<file path="src/rtl/core/alp_pkg.sv">
// ---------------------------------------------------------------------------
// Array literal parser package
// Character constants, phase codes, result kinds, error codes and the decode result bundle.
// ---------------------------------------------------------------------------
package alp_pkg;

	localparam logic [7:0] CH_NUL    = 8'h00;
	localparam logic [7:0] CH_LBRACE = 8'h7B;
	localparam logic [7:0] CH_RBRACE = 8'h7D;
	localparam logic [7:0] CH_COMMA  = 8'h2C;
	localparam logic [7:0] CH_QUOTE  = 8'h22;
	localparam logic [7:0] CH_BSLASH = 8'h5C;

	typedef enum logic [3:0] {
		PH_START  = 4'd0,
		PH_OPENED = 4'd1,
		PH_ELEM   = 4'd2,
		PH_UNQ    = 4'd3,
		PH_QUOTED = 4'd4,
		PH_ESCAPE = 4'd5,
		PH_QEND   = 4'd6,
		PH_CLOSED = 4'd7,
		PH_DRAIN  = 4'd8
	} phase_t;

	typedef enum logic [1:0] {
		K_BYTE = 2'd0,
		K_END  = 2'd1,
		K_DONE = 2'd2,
		K_ERR  = 2'd3
	} kind_t;

	typedef enum logic [2:0] {
		E_NO_OPEN     = 3'd0,
		E_ESC_END     = 3'd1,
		E_NO_QUOTE    = 3'd2,
		E_NO_SEP      = 3'd3,
		E_NO_CLOSE    = 3'd4,
		E_OPEN        = 3'd5,
		E_TRAILING    = 3'd6,
		E_NONE        = 3'd7
	} err_t;

	typedef struct packed {
		logic        emit;
		logic [1:0]  kind;
		logic [7:0]  data;
		logic [2:0]  err_code;
		phase_t      next;
	} dec_t;

endpackage

</file>
<file path="src/rtl/core/alp_if.sv">
// ---------------------------------------------------------------------------
// Array literal parser channels
// Valid/ready channels for literal bytes and for parse results.
// ---------------------------------------------------------------------------
interface alp_byte_if;
	logic       valid;
	logic       ready;
	logic [7:0] ch;

	modport source (output valid, output ch, input ready);
	modport sink (input valid, input ch, output ready);
endinterface

interface alp_res_if;
	logic       valid;
	logic       ready;
	logic [1:0] kind;
	logic [7:0] data;
	logic [2:0] err_code;

	modport source (output valid, output kind, output data, output err_code, input ready);
	modport sink (input valid, input kind, input data, input err_code, output ready);
endinterface

</file>
<file path="src/rtl/core/alp_decode.sv">
// ---------------------------------------------------------------------------
// Array literal parser byte decode
// Next phase and result for one byte in the current phase.
// ---------------------------------------------------------------------------
module alp_decode
	import alp_pkg::*;
(
	input  phase_t     phase,
	input  logic [7:0] ch,
	output dec_t       dec
);

	logic is_nul;

	assign is_nul = (ch == CH_NUL);

	always_comb begin
		dec.emit     = 1'b0;
		dec.kind     = K_BYTE;
		dec.data     = 8'h00;
		dec.err_code = 3'd0;
		dec.next     = phase;
		unique case (phase)
			PH_START: begin
				if (is_nul) begin
					dec.emit = 1'b1;
					dec.kind = K_DONE;
				end else if (ch == CH_LBRACE) begin
					dec.next = PH_OPENED;
				end else begin
					dec.emit     = 1'b1;
					dec.kind     = K_ERR;
					dec.err_code = E_NO_OPEN;
					dec.next     = PH_DRAIN;
				end
			end
			PH_OPENED, PH_ELEM: begin
				priority if (ch == CH_QUOTE) begin
					dec.next = PH_QUOTED;
				end else if (is_nul) begin
					dec.emit     = 1'b1;
					dec.kind     = K_ERR;
					dec.err_code = E_NO_CLOSE;
					dec.next     = PH_START;
				end else if (ch == CH_LBRACE) begin
					dec.emit     = 1'b1;
					dec.kind     = K_ERR;
					dec.err_code = E_OPEN;
					dec.next     = PH_DRAIN;
				end else if (ch == CH_RBRACE) begin
					dec.next = PH_CLOSED;
					dec.emit = (phase == PH_ELEM);
					dec.kind = K_END;
				end else if (ch == CH_COMMA) begin
					dec.next = PH_ELEM;
					dec.emit = 1'b1;
					dec.kind = K_END;
				end else begin
					dec.next = PH_UNQ;
					dec.emit = 1'b1;
					dec.data = ch;
				end
			end
			PH_UNQ: begin
				priority if (ch == CH_COMMA) begin
					dec.next = PH_ELEM;
					dec.emit = 1'b1;
					dec.kind = K_END;
				end else if (ch == CH_RBRACE) begin
					dec.next = PH_CLOSED;
					dec.emit = 1'b1;
					dec.kind = K_END;
				end else if (is_nul) begin
					dec.emit     = 1'b1;
					dec.kind     = K_ERR;
					dec.err_code = E_NO_CLOSE;
					dec.next     = PH_START;
				end else begin
					dec.emit = 1'b1;
					dec.data = ch;
				end
			end
			PH_QUOTED: begin
				priority if (ch == CH_QUOTE) begin
					dec.next = PH_QEND;
				end else if (ch == CH_BSLASH) begin
					dec.next = PH_ESCAPE;
				end else if (is_nul) begin
					dec.emit     = 1'b1;
					dec.kind     = K_ERR;
					dec.err_code = E_NO_QUOTE;
					dec.next     = PH_START;
				end else begin
					dec.emit = 1'b1;
					dec.data = ch;
				end
			end
			PH_ESCAPE: begin
				dec.emit = 1'b1;
				if (is_nul) begin
					dec.kind     = K_ERR;
					dec.err_code = E_ESC_END;
					dec.next     = PH_START;
				end else begin
					dec.data = ch;
					dec.next = PH_QUOTED;
				end
			end
			PH_QEND: begin
				dec.emit = 1'b1;
				priority if (ch == CH_COMMA) begin
					dec.kind = K_END;
					dec.next = PH_ELEM;
				end else if (ch == CH_RBRACE) begin
					dec.kind = K_END;
					dec.next = PH_CLOSED;
				end else begin
					dec.kind     = K_ERR;
					dec.err_code = E_NO_SEP;
					dec.next     = is_nul ? PH_START : PH_DRAIN;
				end
			end
			PH_CLOSED: begin
				dec.emit = 1'b1;
				if (is_nul) begin
					dec.kind = K_DONE;
					dec.next = PH_START;
				end else begin
					dec.kind     = K_ERR;
					dec.err_code = E_TRAILING;
					dec.next     = PH_DRAIN;
				end
			end
			default: begin
				dec.next = is_nul ? PH_START : PH_DRAIN;
			end
		endcase
	end

endmodule

</file>
<file path="src/rtl/core/array_literal_parser.sv">
// ---------------------------------------------------------------------------
// Array literal parser
// Decodes a one-dimensional array literal, one byte per transaction.
// ---------------------------------------------------------------------------
//  channel | dir | payload               | note
//  lit     | in  | ch[7:0]               | zero byte ends a string
//  res     | out | kind, data, err_code  | at most one per input byte
//
//  One byte per cycle sustained while a held result does not stall lit.
//  A byte sits in the input register while its phase is decoded; the
//  result register holds a transaction until res.ready.
//  Reset returns the phase to the start of a string and empties both
//  registers. A held result stalls lit only when the next byte also
//  produces a result.
module array_literal_parser
	import alp_pkg::*;
(
	input  logic          clk,
	input  logic          arst_n,
	alp_byte_if.sink      lit,
	alp_res_if.source     res
);

	phase_t     phase_q;
	logic       valid_s1;
	logic [7:0] ch_s1;
	logic       out_valid_q;
	logic [1:0] kind_q;
	logic [7:0] data_q;
	logic [2:0] err_code_q;
	dec_t       dec;
	logic       stall;
	logic       advance;

	alp_decode u_decode (
		.phase (phase_q),
		.ch    (ch_s1),
		.dec   (dec)
	);

	assign stall   = valid_s1 && dec.emit && out_valid_q && !res.ready;
	assign advance = valid_s1 && !stall;

	assign lit.ready    = !valid_s1 || !stall;
	assign res.valid    = out_valid_q;
	assign res.kind     = kind_q;
	assign res.data     = data_q;
	assign res.err_code = err_code_q;

	always_ff @(posedge clk or negedge arst_n) begin
		if (!arst_n) begin
			phase_q     <= PH_START;
			valid_s1    <= 1'b0;
			out_valid_q <= 1'b0;
		end else begin
			if (lit.ready) begin
				valid_s1 <= lit.valid;
			end
			if (advance) begin
				phase_q <= dec.next;
			end
			out_valid_q <= (out_valid_q && !res.ready) || (advance && dec.emit);
		end
	end

	always_ff @(posedge clk) begin
		if (lit.valid && lit.ready) begin
			ch_s1 <= lit.ch;
		end
		if (advance && dec.emit) begin
			kind_q     <= dec.kind;
			data_q     <= dec.data;
			err_code_q <= dec.err_code;
		end
	end

endmodule

</file>
<file path="src/flat_wrapper.sv">
// flat-port wrapper written by rule: the top's interface ports become plain ports
module array_literal_parser_flat import alp_pkg::*;
  (clk, arst_n, lit_valid, lit_ch, lit_ready, res_valid, res_kind, res_data, res_err_code, res_ready);
  alp_byte_if lit_i ();
  alp_res_if res_i ();
  input  logic clk;
  input  logic arst_n;
  input wire logic [$bits(lit_i.valid)-1:0] lit_valid;
  input wire logic [$bits(lit_i.ch)-1:0] lit_ch;
  output wire logic [$bits(lit_i.ready)-1:0] lit_ready;
  output wire logic [$bits(res_i.valid)-1:0] res_valid;
  output wire logic [$bits(res_i.kind)-1:0] res_kind;
  output wire logic [$bits(res_i.data)-1:0] res_data;
  output wire logic [$bits(res_i.err_code)-1:0] res_err_code;
  input wire logic [$bits(res_i.ready)-1:0] res_ready;
  assign lit_i.valid = lit_valid;
  assign lit_i.ch = lit_ch;
  assign lit_ready = lit_i.ready;
  assign res_valid = res_i.valid;
  assign res_kind = res_i.kind;
  assign res_data = res_i.data;
  assign res_err_code = res_i.err_code;
  assign res_i.ready = res_ready;
  array_literal_parser u_core (.clk(clk), .arst_n(arst_n), .lit(lit_i), .res(res_i));
endmodule
</file>
<file path="config.mk">
export PLATFORM = sky130hd
export DESIGN_NAME = array_literal_parser_flat
export DESIGN_NICKNAME = d
export VERILOG_FILES = /design/src/rtl/core/alp_pkg.sv /design/src/rtl/core/alp_if.sv /design/src/rtl/core/alp_decode.sv /design/src/rtl/core/array_literal_parser.sv /design/src/flat_wrapper.sv
export SDC_FILE = /design/constraint.sdc
export NUM_CORES = 1
export LEC_CHECK = 0
export BUFFER_PORTS_ARGS = -buffer_cell sky130_fd_sc_hd__buf_2
export CAP_MARGIN = 25
export CORE_ASPECT_RATIO = 0.8
export CORE_UTILIZATION = 55
export CTS_CLUSTER_DIAMETER = 100
export DETAILED_ROUTE_END_ITERATION = 12
export PLACE_DENSITY = 0.74
export SLEW_MARGIN = 30
export SYNTH_ARGS = -nofsm -noshare
export SYNTH_HDL_FRONTEND = slang
export SYNTH_HIERARCHICAL = 1
export SYNTH_SLANG_ARGS = --single-unit
</file>
<file path="constraint.sdc">
create_clock -name clk -period 6.95 [get_ports clk]
set_clock_uncertainty 0.1 [all_clocks]
set_input_delay 0.695 -clock clk [delete_from_list [all_inputs] [get_ports clk]]
set_output_delay 0.695 -clock clk [all_outputs]
set_load 0.02 [all_outputs]
</file>
# After elaboration in Yosys (flattened, before gate mapping)
# Cells that the tools add are included.
[op_classes]
n_eq_ne = 15
n_mux = 48
reduce_logical = 16
[ops]
columns = ["op", "n"]
rows = [
  ["2-to-1 mux 4 bit", 11],
  ["2-to-1 mux 14 bit", 3],
  ["case mux 3 bit (7 select lines)", 2],
  ["2-to-1 mux 8 bit", 5],
  ["case mux 8 bit (4 select lines)", 1],
  ["2-to-1 mux 3 bit", 9],
  ["equality test 8 x 7 -> 1 bit (second input constant)", 3],
  ["case mux 4 bit (6 select lines)", 1],
  ["2-to-1 mux 11 bit", 2],
  ["equality test 4 x 3 -> 1 bit (second input constant)", 4],
  ["equality test 8 x 6 -> 1 bit (second input constant)", 2],
  ["2-to-1 mux 2 bit", 7],
  ["2-to-1 mux 7 bit", 2],
  ["equality test 4 x 2 -> 1 bit (second input constant)", 2],
  ["zero test 8 bit", 1],
  ["inequality test 4 bit (second input constant)", 2],
  ["logical AND 1 bit", 7],
  ["2-to-1 mux 6 bit", 1],
  ["equality test 4 x 1 -> 1 bit (second input constant)", 1],
  ["zero test 4 bit", 1],
  ["2-to-1 mux 1 bit", 4],
  ["AND reduction 4 bit", 1],
  ["zero test 1 bit", 3],
  ["logical OR 1 bit", 2],
  ["2 further kinds", 2],
]
[word_totals]
regBits = 27
in_bits = 12
elab_cells = 86

# Logic depth before layout (Yosys ltp)
# Gate-level depths: netlist (run 1).
[depth]
depth_word = 14
ltp_mapped = 9

# Modules after synthesis
# The synthesis (run 1) kept the hierarchy.
[modules_own_cells]
columns = ["module", "instances", "cells_each", "area_per_inst_um2", "seq_area_each_um2"]
rows = [
  ["array_literal_parser", 1, 54, 979.7, 780.7],
  ["alp_decode", 1, 123, 753.2, 0.0],
]

# Worst setup path after synthesis (run 1)
# No wires, ideal clock.
[synth_path]
kind = "reg-to-reg"
start = "reg u_core.phase_q[0]"
end = "reg u_core.data_q[0] (netlist: u_core/res.data[0]) (enable)"
setup_time_ps = 387
t_arrival_ps = 2468
required_ps = 6463
setup_slack_ps = 3995
path_stages_with_launch = 9
path_buffers = 1
synth_period_minus_slack_ps = 2955
cell_sequence = "dfrtp_1 -> buf_6 -> nand2b_4 -> a211o_1 -> nor2_1 -> a21oi_1 -> nand4b_1 -> nand2_1 -> a21oi_1"
[synth_rtl]
columns = ["item", "line_no", "source"]
rows = [
  ["from (decl)", "array_literal_parser.sv:24", "phase_t phase_q;"],
  ["from (signal assigned)", "array_literal_parser.sv:60", "phase_q <= dec.next;"],
  ["to (signal assigned)", "array_literal_parser.sv:72", "data_q <= dec.data;"],
  ["to (decl)", "array_literal_parser.sv:29", "logic [7:0] data_q;"],
]

==> summary.md, run 1 <==
| Metric | Value |
|---|---|
| Status | finished, final reports clean |
| Maximum fanout along the worst path | 21 |
| Syn Nets | 189 |
| Cell taking the most area after synthesis | edfxtp_1 |
| PD cells | 275.4 nW/um^2 |
| Asr flop ratio synth | 22.22% |
| Routed Antenna Nets | 0 |
| First-pass GRT wire length | 6.506 mm |
| Vias in the first global route | 1315 |
| Num Clock Sinks | 27 |
| Slowest CP cell | dfrtp_1 |
| Post-route DRC | 0 |
| Number of antenna violations at the first check in global routing | 0 |
| Final GP Congestion | 0.9696 |
| Main flop type after synthesis | edfxtp_1 |
| Commonest non-fill, non-tap cell in the layout | buf_2 |
| Yosys reg bits | 27 |
| Startpoint types | flip-flop |
| Clock Root Buffer | clkbuf_8 |
| Overflow after GRT | 0 |
| Tot Pwr | 0.0005247 W |
| Post-CTS Setup Repair Bufs | 0 |
| Grt met1 use | 38.15% |
| R2r setup slk | 3.86 ns |
| CP Capture Type | output port |
| Critical path class | flip-flop to output port |
| Crit path largest cell delay | 0.75 ns |
| Final setup viols | 0 |
| Antenna cells | 0 |
| GRT Util Overall | 26.36% |
| Total wire length | 4.190 mm |
| Max-cap viol count | 0 |
| Max IR drop VDD | 230.7 uV |
| Vias per Instance | 6.573 |
| Fillers | 249 |
| Number of synthesis warnings | 6 |
| CTS Buffer Depth | 2 |
| Yosys cell types | 48 |
| Area Growth Syn to Fin | 9.964% |
| Pins Over Slew Limit | 0 |
| Slew Limit Headroom | 37.43% |
| Setup TNS | 0 ns |
| Met2 Use GR | 38.54% |
| IO buf count | 26 |
| Dpl hpwl | 3.037 mm |
| GRT busiest layer | met2 |
| Wire per inst | 17.91 um |
| Post-Syn Area | 1733 um^2 |
| RSZ-0062 raised after global routing | false |
| Worst path arrival time | 2.82 ns |
| CORE AREA | 2872 um^2 |
| CTS tree | yes |
| Largest net degree at the start of global routing | 22 |
| I/O pin cnt | 27 |
| Worst Path Required | 6.15 ns |
| Clock transition at the registers of the reported paths | 0.09 ns |
| Most frequent cells in the layout | 26 x buf_2, 21 x edfxtp_1, 16 x nand2_1, 12 x a21oi_1, 11 x nor2_1 |
| Post-synth top area share | 36.39% |
| Synth area leaders | edfxtp_1 36%, dfrtp_1 8.7%, a21oi_1 3.5% |
| Die area | 3381 um^2 |
| Seq/Total Area, Yosys | 45.05% |
| Layout cells sized above 1 | 21.94% |
| Mapped Cells | 177 |
| Fin crit period | 3.617 ns |
| Starting DRT DRC Count | 205 |
| Starting Density | 60.35% |
| Post-cts repair resize count | 0 |
| Worst skew pair latency | 0.27 ns |
| Nets | 209 |
| Lkg Pwr | 0.7456 nW |
| Worst Hold Class | input port to asynchronous set/reset pin |
| Pre-antenna DRT Iters | 5 |
| Die Wd | 64.76 um |
| H-tree Lvls | 1 |
| Met3 global-route usage | 6.522% |
| CP Cell Sequence | nand2b_1 -> a211o_1 -> nor2_1 -> a21oi_1 -> nand4b_1 -> nand4b_2 -> buf_2 |
| Number of buffers created by CTS | 3 |
| Final period util | 52.04% |
| Die Ht | 52.21 um |
| Synth Area per Inst | 9.790 um^2 |
| Fmax | 0.2765 GHz |
| Post-synth EDFFs | 21 |
| Vias | 1538 |
| WP buf/inv | 1 |
| # hold bufs at CTS | 0 |
| Site row count | 17 |
| Hold Violations, Final | 0 |
| Worst-Margin Slew | 0.9308 ns |
| Top delay family on crit path | simple AND/OR/NAND/NOR gates |
[kinds of logic after synthesis]
kind of cell | count (synthesis) | share of synthesized area (%)
AOI/OAI and AO/OA | 49 | 21.08
buffers and inverters | 16 | 4.404
and+or+nand+nor | 85 | 29.46
DFF | 27 | 45.05
[worst register-to-register path, delay by kind of cell, from the launching register on]
family / cells / cell delay (ns)
AND/OR/NAND/NOR: 6 / 1.94
flip-flops: 1 / 0.53
AO/OA/AOI/OAI: 1 / 0.17
[sequential cells by signal (all words and copies together), names as in the netlist]
register             cells
u_core/ch_s1             8
u_core/phase_q           4
u_core/res.data          8
u_core/res.err_code      3
u_core/res.kind          2
u_core/res.valid         1
u_core/valid_s1          1
[worst paths after layout]
kind | from | end | cells past startpoint
worst max-delay path | u_core/phase_q[0] | lit_ready | 7
worst min-delay path | arst_n | u_core/phase_q[1] | 1
worst max register to register | u_core/ch_s1[0] | u_core/ch_s1[2] | 7
worst min register to register | u_core/res.valid | u_core/res.valid | 2
max in group asynchronous | arst_n | u_core/phase_q[2] | 1
min in group clk | lit_ch[6] | u_core/ch_s1[6] | 1
[power by group]
| group | switching [W] | internal (W) |
|---|---|---|
| sequential | 0.0000420 | 0.000212 |
| combinational | 0.000113 | 0.0000669 |
| clock | 0.0000495 | 0.0000407 |
| total | 0.000205 | 0.000320 |
[cells in the mapped netlist (all sizes together) (5+ instances only)]
library cell	count
edfxtp	21
nand2	16
a21oi	13
nor2	11
nand2b	9
nor3	9
o211ai	8
nand4b	7
buf	6
clkbuf	6
dfrtp	6
nor4	6
nor2b	5
o21ai	5
[metrics by stage]
step / hold slack [ns] / cell area, um^2 / cells / worst slack [ns] / util (%)
after floorplan: 0.2994 / 1733 / 177 / 3.995 / -
after global placement: 0.4208 / 1857 / 230 / 3.828 / 64.66
after detailed placement: 0.4255 / 1857 / 230 / 3.732 / 64.66
after CTS: 0.1201 / 1906 / 234 / 3.406 / 66.36
after global routing: 0.1252 / 1906 / 234 / 3.147 / 66.36
final: 0.1265 / 1906 / 234 / 3.333 / 66.36
[area by class of cell]
class	count	area [um^2]	share of cell area (%)
clock buffer	3	41.29	2.167
clock inverter	1	7.507	0.3940
inverter	4	15.01	0.7879
multi-input combinational	134	875.8	45.96
sequential	27	780.7	40.97
tap	38	47.55	2.495
timing repair buffer	27	137.6	7.223
[layer usage]
layer | wire, um | up-vias
met5 | 0 | -
met2 | 1827 | 99
met3 | 408 | 10
li1 | - | 727
met4 | 66 | 0
met1 | 1887 | 702
Power figures use the tool's default switching activity.
==> inputs of run 2 (changes only) <==
--- a/config.mk
+++ b/config.mk
@@ -8,10 +8,10 @@
 export BUFFER_PORTS_ARGS = -buffer_cell sky130_fd_sc_hd__buf_2
 export CAP_MARGIN = 25
 export CORE_ASPECT_RATIO = 0.8
-export CORE_UTILIZATION = 55
+export CORE_UTILIZATION = 51
 export CTS_CLUSTER_DIAMETER = 100
 export DETAILED_ROUTE_END_ITERATION = 12
-export PLACE_DENSITY = 0.74
+export PLACE_DENSITY = 0.72
 export SLEW_MARGIN = 30
 export SYNTH_ARGS = -nofsm -noshare
 export SYNTH_HDL_FRONTEND = slang
==> constraint.sdc (replaced) <==
create_clock -name clk -period 3.25 [get_ports clk]
set_clock_uncertainty 0.1 [all_clocks]
set_input_delay 0.325 -clock clk [delete_from_list [all_inputs] [get_ports clk]]
set_output_delay 0.325 -clock clk [all_outputs]
set_load 0.02 [all_outputs]
==> run 2 against run 1 <==
Combinational power increased by 140%. Final area increased by 3.6%. Core utilization decreased by 3.7 points. Critical endpoint unchanged. Highest routed layer unchanged.
==> summary.md, run 2 (same netlist as run 1, synthesis figures left out) <==
| Metric | Value |
|---|---|
| Status | finished, final reports clean |
| Combinational share of power | 37.6% |
| GRT Util Overall | 25.23% |
| Starting Density | 54.96% |
| Clk pwr share | 16.3% |
| Die Wd | 67.17 um |
| Slew Limit Headroom | 48.23% |
| Largest net degree at the start of global routing | 15 |
| Fillers | 278 |
| # hold bufs at CTS | 1 |
| Maximum fanout along the worst path | 14 |
| Wire per inst | 16.97 um |
| Max-cap viol count | 0 |
| Vias per Instance | 6.596 |
| Hold Violations, Final | 0 |
| First-pass GRT wire length | 6.741 mm |
| Routed Antenna Nets | 0 |
| Startpoint types | flip-flop |
| CP Cell Sequence | buf_4 -> nor3_1 -> a32o_1 -> nand4b_1 -> nand4b_2 -> buf_2 |
| Flop pwr share | 46.0% |
| CTS Buffer Depth | 2 |
| Worst skew pair latency | 0.27 ns |
| Sw Ratio | 38.17% |
| Lkg Pwr | 0.7923 nW |
| Most frequent cells in the layout | 26 x buf_2, 21 x edfxtp_1, 16 x nand2_1, 12 x a21oi_1, 11 x nor2_1 |
| Setup TNS | 0 ns |
| I/O pin cnt | 27 |
| Clock transition at the registers of the reported paths | 0.09 ns |
| Site row count | 18 |
| Post-cts repair resize count | 0 |
| Post-route DRC | 0 |
| RSZ-0062 raised after global routing | false |
| Non-filler cells, final | 245 |
| Overflow after GRT | 0 |
| Slowest CP cell | dfrtp_1 |
| Starting DRT DRC Count | 200 |
| Worst Path Required | 2.82 ns |
| Antenna cells | 0 |
| Layout cells sized above 1 | 24.39% |
| CORE AREA | 3153 um^2 |
| Crit path largest cell delay | 0.55 ns |
| Final core occ | 62.62% |
| Fmax | 0.3495 GHz |
| Area Growth Syn to Fin | 13.93% |
| Commonest non-fill, non-tap cell in the layout | buf_2 |
| Post-CTS Setup Repair Bufs | 0 |
| Total wire length | 4.157 mm |
| Net switching power | 0.0004428 W |
| CTS tree | yes |
| Die Ht | 54.14 um |
| Pins Over Slew Limit | 0 |
| Int Power | 0.0007171 W |
| Nets | 218 |
| Final GP Congestion | 0.9420 |
| CP Capture Type | output port |
| Worst-Margin Slew | 0.7748 ns |
| Worst Hold Class | input port to flip-flop |
| Number of antenna violations at the first check in global routing | 0 |
| Num Clock Sinks | 27 |
| Clock Root Buffer | clkbuf_8 |
| Dpl hpwl | 3.071 mm |
| Vias in the first global route | 1463 |
| Number of buffers created by CTS | 3 |
| Max IR drop VDD | 376.2 uV |
| PD cells | 587.5 nW/um^2 |
| Final period util | 88.05% |
| Worst path arrival time | 2.44 ns |
| H-tree Lvls | 1 |
| Die area | 3636 um^2 |
| Critical path class | flip-flop to output port |
| IO buf count | 26 |
| Final setup viols | 0 |
| Fin crit period | 2.862 ns |
| Post-placement cell count | 240 |
| Pre-antenna DRT Iters | 5 |
| Vias | 1616 |
## run 2: cell count changes in the layout (fill, tap and decap cells not counted), sizes merged
cell         change
clkbuf           +1
buf              +8
clkinvlp         -1
dlygate4sd3      +1
## run 2: metal layers
metal / vias up / wire, um / track usage, %
met5: - / 0 / 0
met4: 0 / 80 / 10.28
met3: 14 / 413 / 6.568
met2: 107 / 1877 / 36.00
met1: 749 / 1785 / 35.96
li1: 746 / - / -
## run 2: power by group through the flow
stage / logic [W] / registers [W] / clock network, W
global placement: 0.000428 / 0.000534 / 0
global route: 0.000471 / 0.000549 / 0.000206
floorplan: 0.000270 / 0.000556 / 0
CTS: 0.000431 / 0.000533 / 0.000197
finish: 0.000437 / 0.000534 / 0.000189
detailed placement: 0.000429 / 0.000541 / 0
## run 2: metrics by stage
stage	power, W	hold slack (ns)	cell area (um^2)	setup slack (ns)
4_1_cts	0.001161	0.1183	1974	0.4286
6_report	0.001160	0.1260	1974	0.3884
2_1_floorplan	0.0008253	-0.07059	1733	0.2951
5_1_grt	0.001226	0.1124	1974	0.2162
3_3_place_gp	0.0009622	0.05201	1919	0.6668
3_5_place_dp	0.0009695	0.06000	1919	0.5790
## run 2: worst max-delay path: cells and delay by family, from the launching register on
family | cells | cell delay (ns)
AOI/OAI and AO/OA | 1 | 0.38
buffers and inverters | 2 | 0.43
DFF | 1 | 0.55
and+or+nand+nor | 3 | 0.82
## run 2: path summary, 6_finish.rpt
path                                      end               from  slack [ns]  cells past startpoint
hold reg to reg            u_core/res.data[6]    u_core/ch_s1[6]        0.59                      1
max in group asynchronous   u_core/phase_q[0]             arst_n        2.60                      2
hold / removal                u_core/ch_s1[3]          lit_ch[3]        0.13                      1
setup / recovery                    lit_ready  u_core/phase_q[0]        0.39                      6
setup reg to reg              u_core/ch_s1[6]    u_core/ch_s1[0]        0.51                      7
min in group asynchronous     u_core/valid_s1             arst_n        0.30                      2
## run 2: area by class of cell
class / count / area, um^2 / share of cell area, %
well taps: 40 / 50.05 / 2.535
inverters: 4 / 15.01 / 0.7605
flip-flops and latches: 27 / 780.7 / 39.54
multi-input cells: 134 / 875.8 / 44.36
repair buffers: 36 / 207.7 / 10.52
clock buffers: 4 / 45.04 / 2.281
